--- src/rtl/core/thp_pkg.sv ---
package thp_pkg;

	// Default port widths
	localparam int DEF_INPUT_WIDTH  = 16;
	localparam int DEF_OUTPUT_WIDTH = 16;

	// Gain register, signed Q4.12
	localparam int GAIN_W = 16;
	localparam logic signed [GAIN_W-1:0] GAIN_RESET = 16'sd4096;

	// Internal fixed point: 16 fraction bits throughout
	localparam int FRAC = 16;

	// Scaled product p = round(x * gain) in Q.16 always fits 25 bits
	localparam int P_W = 25;

	// pi in Q2.28
	localparam int PI_W     = 31;
	localparam int PI_SHIFT = 28;
	localparam logic signed [PI_W-1:0] PI_Q28 = 31'sd843314857;
	localparam int TP_W = P_W + PI_W;

	// Polynomial argument t in Q.16
	localparam int T_W = 28;

	// Horner accumulator saturates at +-2^36 raw
	localparam int ACC_LIM_EXP = 36;
	localparam int ACC_W       = ACC_LIM_EXP + 2;
	localparam logic signed [ACC_W-1:0] ACC_LIMIT = ACC_W'(64'sd1 <<< ACC_LIM_EXP);

	// Clamped value is within +-1.0 in Q.16
	localparam int CLAMP_W = FRAC + 2;
	localparam logic signed [CLAMP_W-1:0] ONE_Q16 = CLAMP_W'(64'sd1 <<< FRAC);

	// Coefficients in Q.16, highest power first
	localparam int POLY_ORDER = 9;
	typedef logic signed [ACC_W-1:0] coef_t;
	localparam coef_t COEF_TABLE [0:POLY_ORDER] = '{
		38'sd290146, 38'sd0, -38'sd811852, 38'sd0, 38'sd878789,
		38'sd0, -38'sd490460, 38'sd0, 38'sd199374, 38'sd0
	};

endpackage

--- src/rtl/core/thp_scale.sv ---
module thp_scale #(
	parameter int INPUT_WIDTH = thp_pkg::DEF_INPUT_WIDTH
) (
	input  logic                              clk,
	input  logic                              arst_n,
	input  logic                              advance,
	input  logic                              valid_in,
	input  logic signed [INPUT_WIDTH-1:0]     sample,
	input  logic signed [thp_pkg::GAIN_W-1:0] gain,
	output logic                              valid_out,
	output logic signed [thp_pkg::T_W-1:0]    t_out
);
	import thp_pkg::*;

	localparam int PROD_W = INPUT_WIDTH + GAIN_W;
	localparam int SH     = INPUT_WIDTH - 8;
	localparam int TPR_W  = TP_W + 1;
	localparam logic signed [TPR_W-1:0] TP_HALF = TPR_W'(64'sd1 <<< (PI_SHIFT - 1));

	logic signed [PROD_W-1:0] prod_s1;
	logic signed [P_W-1:0]    p_s2;
	logic signed [P_W-1:0]    p_next;
	logic signed [TP_W-1:0]   tp_s3;
	logic signed [T_W-1:0]    t_s4;
	logic                     valid_s1, valid_s2, valid_s3, valid_s4;

	// Round x*gain half up to Q.16
	if (SH > 0) begin : g_round
		localparam int PR_W = PROD_W + 1;
		localparam logic signed [PR_W-1:0] HALF = PR_W'(64'sd1 <<< (SH - 1));
		always_comb begin
			p_next = P_W'((PR_W'(prod_s1) + HALF) >>> SH);
		end
	end else begin : g_exact
		always_comb begin
			p_next = P_W'(prod_s1);
		end
	end

	// Advance the stage valids
	always_ff @(posedge clk or negedge arst_n) begin
		if (!arst_n) begin
			valid_s1 <= 1'b0;
			valid_s2 <= 1'b0;
			valid_s3 <= 1'b0;
			valid_s4 <= 1'b0;
		end else if (advance) begin
			valid_s1 <= valid_in;
			valid_s2 <= valid_s1;
			valid_s3 <= valid_s2;
			valid_s4 <= valid_s3;
		end
	end

	// Scale by gain, round, multiply by pi, round to t
	always_ff @(posedge clk) begin
		if (advance) begin
			prod_s1 <= PROD_W'(sample) * PROD_W'(gain);
			p_s2    <= p_next;
			tp_s3   <= TP_W'(p_s2) * TP_W'(PI_Q28);
			t_s4    <= T_W'((TPR_W'(tp_s3) + TP_HALF) >>> PI_SHIFT);
		end
	end

	assign valid_out = valid_s4;
	assign t_out     = t_s4;

endmodule

--- config.mk ---
export PLATFORM = sky130hd
export DESIGN_NAME = thp_scale
export DESIGN_NICKNAME = d
export VERILOG_FILES = /design/src/rtl/core/thp_pkg.sv /design/src/rtl/core/thp_scale.sv
export SDC_FILE = /design/constraint.sdc
export NUM_CORES = 2
export LEC_CHECK = 0
export BUFFER_PORTS_ARGS = -buffer_cell sky130_fd_sc_hd__buf_2
export CORE_MARGIN = 4
export CORE_UTILIZATION = 55
export CTS_BUF_LIST = sky130_fd_sc_hd__clkbuf_8 sky130_fd_sc_hd__clkbuf_16
export CTS_CLUSTER_DIAMETER = 120
export DETAILED_ROUTE_END_ITERATION = 6
export GPL_TIMING_DRIVEN = 0
export PLACE_DENSITY = 0.72
export SYNTH_ARGS = -nofsm -noshare
export SYNTH_HDL_FRONTEND = slang
export SYNTH_SLANG_ARGS = --single-unit
--- constraint.sdc ---
create_clock -name clk -period 20.2 [get_ports clk]
set_clock_uncertainty 0.2 [all_clocks]
set_input_delay 5.05 -clock clk [delete_from_list [all_inputs] [get_ports clk]]
set_output_delay 5.05 -clock clk [all_outputs]
set_load 0.02 [all_outputs]
==> results.toml <==
[synthesis]
synth_compound_area_frac = 0.04415
synth_nets = 3446
synth_top_family_by_area = "adder cells"
ys.flop_type = "edfxtp_1"
synthMuxAreaShare = 0.001743
synth_warnings = 0
synth.avg_cell_area_um2 = 10.31
synthAdderAreaFrac = 0.5910
yosys.area_share.simple = 0.08984
syn_area_mm2 = 0.02585
synthCells = 2506
ys_seq_area_frac = 0.1282
ys_seq_elements = 111
synth_cell_types = 58
synth_xor_area_frac = 0.03592
async_flop_share = 0.03604
synth_edf_count = 107

[timing]
fmax_ghz = 0.08565
finalWorstSetupSlack_ns = 8.525
slew_headroom = 0.4397
setup_viol = 0
min_period_ns = 11.68
final_hold_viol_count = 0
worst_pin_slew_ns = 0.8405
fin_crit_sh = 0.5780
timing.final.max_slew_violations = 0
fin_tns_setup_ns = 0
rsz0062_at_grt = "false"

[place]
dp_slack_ns = 8.095
io_buffers = 64
gp_congestion = 0.9524
hpwlAfterDp_um = 49960

[worst_setup_path]
cp_top_family = "adder cells"
worst-path-stages = 23
r2r_end = "tp_s3[37]"
critical_path.most_common_cell = "fa_1"
critPathBufInv = 7
path_max_fanout = 10
cp_data_required_time_ns = 20.15
crit_path_end_kind = "flop"
slowest_delay_ns = 0.57
r2r_cells = 24
cp-startpoint = "sample[7]"
critical_path_class = "in -> reg"
r2r_setup_slack_ns = 12.25
r2r-start = "p_s2[11]"
worst_path_max_delay_cell = "fa_1"
crit_path_end = "prod_s1[27]"
crit_arrival_ns = 11.62
path_cells = "buf_2, clkbuf_1, nand2_1, fa_1, inv_1, fa_1, inv_1, fa_1, inv_1, fa_1, inv_1, fa_1, inv_1, fa_1, ha_1, a21o_1, a21oi_1, o21ai_0, a2111o_1, a2111o_1, and3_1, or3_1, and2_1"
setup.worst_path.start_class = "primary input"

[final_layout]
fill_cells = 3899
final_common_cell = "inv_1"
drive_gt1_frac = 0.03788
diodes = 0
area_growth_pct = 5.494
final_nets = 3522
final_cell_mix = "inv_1 (718), fa_1 (528), ha_1 (376)"

[route]
drt_iter0_markers = 852
drc = 0
wl_um = 56680
dr.pass1.iters = 5
wl_per_cell_um = 17.75
routed_via_density = 5.295
antenna_left = 0
vias = 16910

[floorplanning]
num_rows = 79
fp.dieArea_mm2 = 0.05053
start_util = 0.5564
fp.dieH_um = 224.8
die_w_um = 224.8
coreArea_mm2 = 0.04646
io_pins = 65

[grt]
grt_pass1_wl_um = 94760
grt_max_degree = 58
overflow = 0
antenna_found_initial = 0
track_usage = 0.2357
first_global_vias = 19040

[clock_network]
cts_resized = 0
cts_made_buffers = 9
postCtsHoldBufs = 0
clockBufferDepth = 2
cts.sink_count = 111
cts_tree = "done"
clk_pin_slew_ns = 0.09
root_buffer = "clkbuf_16"
post-cts-setup-buffers = 0
clk-insertion-delay-late_ns = 0.38
cts_max_level = 3

[worst_hold_path]
min_path_type = "reg -> reg"

[run_status]
status = "finished clean"

[job]
drv_cap = 0
[worst min path at each step]
stage                     startpoint         to  slack, ns  depth (start not counted)
after floorplan             valid_s1   valid_s1       0.27                          1
after global placement      valid_s3   valid_s3       0.28                          1
after detailed placement   valid_out  valid_out       0.30                          1
after CTS                  valid_out  valid_out       0.32                          1
after global routing        valid_s3   valid_s3       0.34                          1
final                      valid_out  valid_out       0.31                          1
[registers in the layout, summed over array words and instances (netlist names)]
signal	cells
tp_s3	29
prod_s1	25
valid_out	1
t_out	28
valid_s2	1
p_s2	25
valid_s1	1
valid_s3	1
[layer usage]
| metal | global-route usage | share of wire | up-vias |
|---|---|---|---|
| li1 | - | - | 7798 |
| met1 | 0.3008 | 0.41 | 8512 |
| met2 | 0.4184 | 0.50 | 490 |
| met3 | 0.02963 | 0.051 | 112 |
| met4 | 0.07945 | 0.036 | 0 |
| met5 | 0 | 0 | - |
[cells in the mapped netlist, types with 2 or more instances]
cell type / n / share of area
xor2_1: 31 / 0.011
nand2_1: 170 / 0.025
nor2_1: 46 / 0.0067
or2_2: 4 / 0.00097
mux2_2: 4 / 0.0017
and3_1: 18 / 0.0044
and4_1: 10 / 0.0034
a211oi_1: 3 / 0.00087
nor3_1: 8 / 0.0015
nand3_1: 30 / 0.0058
o21bai_1: 11 / 0.0032
o311ai_0: 2 / 0.00068
a21boi_0: 4 / 0.0012
clkbuf_1: 33 / 0.0048
ha_1: 376 / 0.18
a31o_2: 3 / 0.0010
o31ai_1: 3 / 0.00087
edfxtp_1: 107 / 0.12
and2_1: 118 / 0.029
a21o_1: 24 / 0.0070
fa_1: 528 / 0.41
a221oi_1: 2 / 0.00068
o211ai_1: 5 / 0.0015
or3_1: 7 / 0.0017
a41o_1: 2 / 0.00077
xnor2_1: 75 / 0.025
a2111o_1: 2 / 0.00087
a21oi_1: 50 / 0.0097
o21a_1: 4 / 0.0012
nor2b_1: 10 / 0.0024
nand3b_1: 2 / 0.00058
nand4_1: 19 / 0.0046
o21ai_0: 27 / 0.0052
inv_1: 718 / 0.10
a211o_1: 2 / 0.00068
nand2b_1: 12 / 0.0029
dfrtp_1: 4 / 0.0039
o21ai_1: 4 / 0.00077
a31oi_1: 9 / 0.0022
[kinds of logic after synthesis]
family                     Yosys count
buffers and inverters              752
and+or+nand+nor                    459
DFF                                111
xor gates and xnor gates           106
adders and majority gates          904
muxes                                4
AOI/OAI and AO/OA                  170
[stage by stage]
stage / util / instance area [µm²] / hold WS (ns) / cells
final: 0.5869 / 27270 / 0.3106 / 3194
after global routing: 0.5869 / 27270 / 0.3363 / 3194
after CTS: 0.5869 / 27270 / 0.3182 / 3194
after detailed placement: 0.5803 / 26960 / 0.2983 / 3178
after global placement: 0.5796 / 26930 / 0.2838 / 3177
after floorplan: - / 25850 / 0.2749 / 2506
[layout make-up]
cell class              count  area (µm²)  share of cell area
multi-input cells        1643       19710              0.7229
inverters                 719        2699             0.09898
flip-flops and latches    111        3313              0.1215
clock inverters             7       85.08            0.003120
well taps                 607       759.5             0.02785
clock buffers               9       225.2            0.008260
plain buffers              33       123.9            0.004543
repair buffers             65       350.3             0.01285
Power is not shown: default switching activity piles up to over one toggle a cycle in this logic, so the estimate is an artifact.
