## config.mk

```make
export PLATFORM = sky130hd
export DESIGN_NAME = thp_cell
export DESIGN_NICKNAME = d
export VERILOG_FILES = /design/src/rtl/core/thp_pkg.sv /design/src/rtl/core/thp_cell.sv
export SDC_FILE = /design/constraint.sdc
export NUM_CORES = 2
export LEC_CHECK = 0
export BUFFER_PORTS_ARGS = -buffer_cell sky130_fd_sc_hd__buf_2
export CAP_MARGIN = 30
export CORE_ASPECT_RATIO = 1.2
export CORE_UTILIZATION = 55
export CTS_CLUSTER_SIZE = 28
export DETAILED_ROUTE_END_ITERATION = 8
export PLACE_DENSITY = 0.75
export SYNTH_ARGS = -nofsm -noshare
export SYNTH_HDL_FRONTEND = slang
export SYNTH_SLANG_ARGS = --single-unit
```

## constraint.sdc

```tcl
create_clock -name clk -period 3.43 [get_ports clk]
set_input_delay 0.343 -clock clk [delete_from_list [all_inputs] [get_ports clk]]
set_output_delay 0.343 -clock clk [all_outputs]
set_load 0.03 [all_outputs]
```

## src/rtl/core/thp_pkg.sv

```systemverilog
package thp_pkg;

	// Default port widths
	localparam int DEF_INPUT_WIDTH  = 16;
	localparam int DEF_OUTPUT_WIDTH = 16;

	// Gain register, signed Q4.12
	localparam int GAIN_W = 16;
	localparam logic signed [GAIN_W-1:0] GAIN_RESET = 16'sd4096;

	// Internal fixed point: 16 fraction bits throughout
	localparam int FRAC = 16;

	// Scaled product p = round(x * gain) in Q.16 always fits 25 bits
	localparam int P_W = 25;

	// pi in Q2.28
	localparam int PI_W     = 31;
	localparam int PI_SHIFT = 28;
	localparam logic signed [PI_W-1:0] PI_Q28 = 31'sd843314857;
	localparam int TP_W = P_W + PI_W;

	// Polynomial argument t in Q.16
	localparam int T_W = 28;

	// Horner accumulator saturates at +-2^36 raw
	localparam int ACC_LIM_EXP = 36;
	localparam int ACC_W       = ACC_LIM_EXP + 2;
	localparam logic signed [ACC_W-1:0] ACC_LIMIT = ACC_W'(64'sd1 <<< ACC_LIM_EXP);

	// Clamped value is within +-1.0 in Q.16
	localparam int CLAMP_W = FRAC + 2;
	localparam logic signed [CLAMP_W-1:0] ONE_Q16 = CLAMP_W'(64'sd1 <<< FRAC);

	// Coefficients in Q.16, highest power first
	localparam int POLY_ORDER = 9;
	typedef logic signed [ACC_W-1:0] coef_t;
	localparam coef_t COEF_TABLE [0:POLY_ORDER] = '{
		38'sd290146, 38'sd0, -38'sd811852, 38'sd0, 38'sd878789,
		38'sd0, -38'sd490460, 38'sd0, 38'sd199374, 38'sd0
	};

endpackage

```

## src/rtl/core/thp_cell.sv

```systemverilog
module thp_cell #(
	parameter logic signed [thp_pkg::ACC_W-1:0] COEF = '0
) (
	input  logic                              clk,
	input  logic                              arst_n,
	input  logic                              advance,
	input  logic                              valid_in,
	input  logic signed [thp_pkg::ACC_W-1:0]  acc_in,
	input  logic signed [thp_pkg::T_W-1:0]    t_in,
	output logic                              valid_out,
	output logic signed [thp_pkg::ACC_W-1:0]  acc_out,
	output logic signed [thp_pkg::T_W-1:0]    t_out
);
	import thp_pkg::*;

	localparam int LO_W   = ACC_W / 2;
	localparam int HI_W   = ACC_W - LO_W;
	localparam int PL_W   = LO_W + 1 + T_W;
	localparam int PH_W   = HI_W + T_W;
	localparam int FULL_W = ACC_W + T_W + 1;
	localparam int RND_W  = FULL_W - FRAC;
	localparam int SUM_W  = RND_W + 1;
	localparam logic signed [FULL_W-1:0] HALF = FULL_W'(64'sd1 <<< (FRAC - 1));

	logic signed [LO_W:0]       lo_s;
	logic signed [HI_W-1:0]     hi_s;
	logic signed [PL_W-1:0]     pl_s1;
	logic signed [PH_W-1:0]     ph_s1;
	logic signed [T_W-1:0]      t_s1;
	logic                       valid_s1;
	logic signed [FULL_W-1:0]   full;
	logic signed [RND_W-1:0]    rnd;
	logic signed [SUM_W-1:0]    sum;
	logic signed [ACC_W-1:0]    acc_next;
	logic signed [ACC_W-1:0]    acc_s2;
	logic signed [T_W-1:0]      t_s2;
	logic                       valid_s2;

	// Split the accumulator into an unsigned low half and a signed high half
	always_comb begin
		lo_s = $signed({1'b0, acc_in[LO_W-1:0]});
		hi_s = $signed(acc_in[ACC_W-1:LO_W]);
	end

	// Join partial products, round, add coefficient, saturate
	always_comb begin
		full = (FULL_W'(ph_s1) <<< LO_W) + FULL_W'(pl_s1);
		rnd  = RND_W'((full + HALF) >>> FRAC);
		sum  = SUM_W'(rnd) + SUM_W'(COEF);
		if (sum > SUM_W'(ACC_LIMIT)) begin
			acc_next = ACC_LIMIT;
		end else if (sum < -SUM_W'(ACC_LIMIT)) begin
			acc_next = -ACC_LIMIT;
		end else begin
			acc_next = ACC_W'(sum);
		end
	end

	// Advance the valids
	always_ff @(posedge clk or negedge arst_n) begin
		if (!arst_n) begin
			valid_s1 <= 1'b0;
			valid_s2 <= 1'b0;
		end else if (advance) begin
			valid_s1 <= valid_in;
			valid_s2 <= valid_s1;
		end
	end

	// Partial products, then the finished Horner step
	always_ff @(posedge clk) begin
		if (advance) begin
			pl_s1  <= PL_W'(lo_s) * PL_W'(t_in);
			ph_s1  <= PH_W'(hi_s) * PH_W'(t_in);
			t_s1   <= t_in;
			acc_s2 <= acc_next;
			t_s2   <= t_s1;
		end
	end

	assign valid_out = valid_s2;
	assign acc_out   = acc_s2;
	assign t_out     = t_s2;

endmodule

```

==> out/metrics.yaml <==
status:
  status: "complete, but fails checks"
  violations: "negative setup slack"
finish:
  syn_to_final_growth_pct: 28.4
  final_cell_count_no_fill: 6770
  drive_above_1_share: 0.282
  nNetsFinal: 7059
  final_cell_mix: "inv_1 (1036), fa_1 (972), buf_4 (720), nand2_1 (535), and2_1 (508)"
  final_common_cell: "inv_1"
clocking:
  insertion_delay_ns: 0.55
  cts_inserted_buffers: 17
  cts.sinks: 176
  cts_tree: "yes"
  ctsRootBufferMaster: "clkbuf_16"
  htree_levels: 4
  clk_path_buf_depth: 2
  clk_pin_slew_ns: 0.11
timing:
  layout_setup_ws_ns: -3.23
  slew_viol_final: 0
  clock_skew_ns: 0.0298
  hold_viol: 0
  finalSetupViolCount: 112
  fmax_mhz: 150
  slew_headroom: 0.527
  worstMarginPinSlew_ns: 0.709
  whs_ns: 0.0356
  rsz0062_at_grt: "true"
  finalCritPeriodShare: 1.94
  period_minus_slack_ns: 6.66
global_route:
  overflow: 0
  grt_pass1_wl_um: 218000
  grt_max_degree: 73
  gr-usage-all-layers: 0.336
  grt_pass1_vias: 41600
  grt_antenna_before_repair: 13
yosys:
  async_reset_ff_frac: 0.0114
  synth_simple_gate_area_frac: 0.160
  synth_edf_count: 174
  yosys_warnings: 0
  synth_area_mm2: 0.0463
  ys.flop_type: "edfxtp_1"
  ys_types: 79
  ys_seq_area_frac: 0.114
  synth.ff_latch_count: 176
  syn_nets: 6258
  synth_mux_area_frac: 0.000946
  synth_compound_area_frac: 0.0557
  synthAdderAreaFrac: 0.539
  synth_top_family_by_area: "adder cells"
  syn-instance-count: 4829
  synth-xor-area-share: 0.0218
  syn_avg_cell_area_um2: 9.58
place:
  place_worst_setup_slack_ns: -3.99
  place.gp.congestion: 0.960
  place_hpwl_um: 108000
  dp_cells: 6617
  port_buffers: 136
setup_path:
  end_kind: "flop"
  startpoint_type: "input port"
  ff2ff_setup_slack_ns: -0.59
  worstReg2RegStart: "pl_s1[20]$_DFFE_PP_"
  r2r.worst_path.cells: 15
  cp.arrival_ns: 7.08
  crit_type: "in -> reg"
  cpPeakStageDelay_ns: 0.63
  slowest_stage: "fa_1"
  critPathRequiredTime_ns: 3.85
  path_max_fanout: 5
  timing.rr.end: "acc_out[30]$_SDFFCE_PP0P_"
  cpMostUsedCell: "fa_1"
die:
  die_area_mm2: 0.0853
  fp.coreArea_mm2: 0.0833
  die_h_um: 320
  io_pins: 137
  row_count: 116
  fp.dieW_um: 267
  start_util: 0.555
flow_run:
  cap_viol_max_count: 0
drt:
  final_antenna_net_count: 0
  wl_met1_um: 48900
  route.detailed.wl_per_inst_um: 21.0
  routed-wl-met2_um: 70700
  drt-vias-per-instance: 5.51
  vias: 37300
  dr_wl_met3_um: 11800
  highest_layer: "met5"
  postRouteWirelength_um: 142000
  drc: 0
  first_pass_iters: 6
  first_iter_violations: 2727
min_path:
  hold_path_startpoint: "t_in[16]"
  holdPathEnd: "t_s1[16]$_DFFE_PP_"
  whs_path_depth: 1
  hold_class: "in -> reg"
[through the flow]
stage | TNS [ns] | utilization | instance area, µm²
after floorplan | -184.56 | - | 47800
after global routing | -216.19 | 0.713 | 59400
after detailed placement | -261.73 | 0.654 | 54500
after global placement | -253.76 | 0.654 | 54500
final | -200.49 | 0.713 | 59400
after CTS | -188.67 | 0.693 | 57700
[area by class of cell]
cell class / count / area, µm²
multi-input combinational: 3316 / 38600
fill: 5702 / 23900
timing repair buffer: 1022 / 9370
sequential: 176 / 5280
inverter: 1097 / 4130
tap: 1121 / 1400
clock buffer: 18 / 429
clock inverter: 14 / 213
antenna: 6 / 15.0
[layer usage]
layer | up-vias | GRT usage
met5 | - | 0
met3 | 637 | 0.0705
met1 | 18900 | 0.380
li1 | 16100 | -
met4 | 12 | 0.191
met2 | 1701 | 0.585
[repair_timing]
item / CTS / global route
gates resized for setup: 449 / 304
endpoints found under the setup margin: 112 / 112
hold buffers: 1 / 1
cloned: 13 / 9
pin swaps: 222 / 219
hold endpoints to repair: 2 / 1
setup buffers: 47 / 64
[cell usage after synthesis (18+ instances only)]
cell type,instances,share of area
a21o_1,46,0.0075
a21oi_1,121,0.013
and2_1,595,0.080
clkbuf_1,230,0.019
edfxtp_1,174,0.11
fa_1,1056,0.46
ha_1,303,0.082
inv_1,1097,0.089
nand2_1,556,0.045
nand3_1,33,0.0036
nand4_1,31,0.0042
nor2_1,113,0.0092
nor2_2,18,0.0024
nor3_1,25,0.0027
o21a_1,22,0.0036
o21ai_0,60,0.0065
xnor2_1,78,0.015
xor2_1,37,0.0070
[cell families (layout without fill, tap and decap cells)]
logic type,after synthesis,count (layout)
xor gates and xnor gates,115,115
buffers and inverters,1337,2151
adders and majority gates,1359,1359
muxes,4,4
and+or+nand+nor,1452,1452
other,0,6
AOI/OAI and AO/OA,386,386
DFF,176,176
[flip-flops by register name, indices dropped and copies added (netlist names)]
signal     cells
t_out         28
pl_s1         33
ph_s1         47
valid_out      1
t_s1          28
valid_s1       1
acc_out       38
[worst max path at each step]
stage / from / to / slack, ns / cells after the start
3_5_place_dp: t_in[8] / ph_s1[46]$_DFFE_PP_ / -3.99 / 23
2_1_floorplan: t_in[10] / pl_s1[30]$_DFFE_PP_ / -3.52 / 26
3_3_place_gp: t_in[8] / ph_s1[46]$_DFFE_PP_ / -3.89 / 21
6_report: acc_in[11] / pl_s1[30]$_DFFE_PP_ / -3.23 / 26
5_1_grt: acc_in[11] / pl_s1[30]$_DFFE_PP_ / -3.38 / 26
4_1_cts: t_in[9] / pl_s1[30]$_DFFE_PP_ / -2.96 / 27
[critical path, delay by kind of cell]
| family | cells | cell delay [ns] |
|---|---|---|
| and+or+nand+nor | 4 | 0.70 |
| adders and majority gates | 8 | 3.87 |
| AOI/OAI and AO/OA | 8 | 1.57 |
| buffers and inverters | 6 | 0.59 |
Power is left out: the tool's default activity adds up to more than one toggle a clock period on the data nets, which glitch-free logic cannot reach.
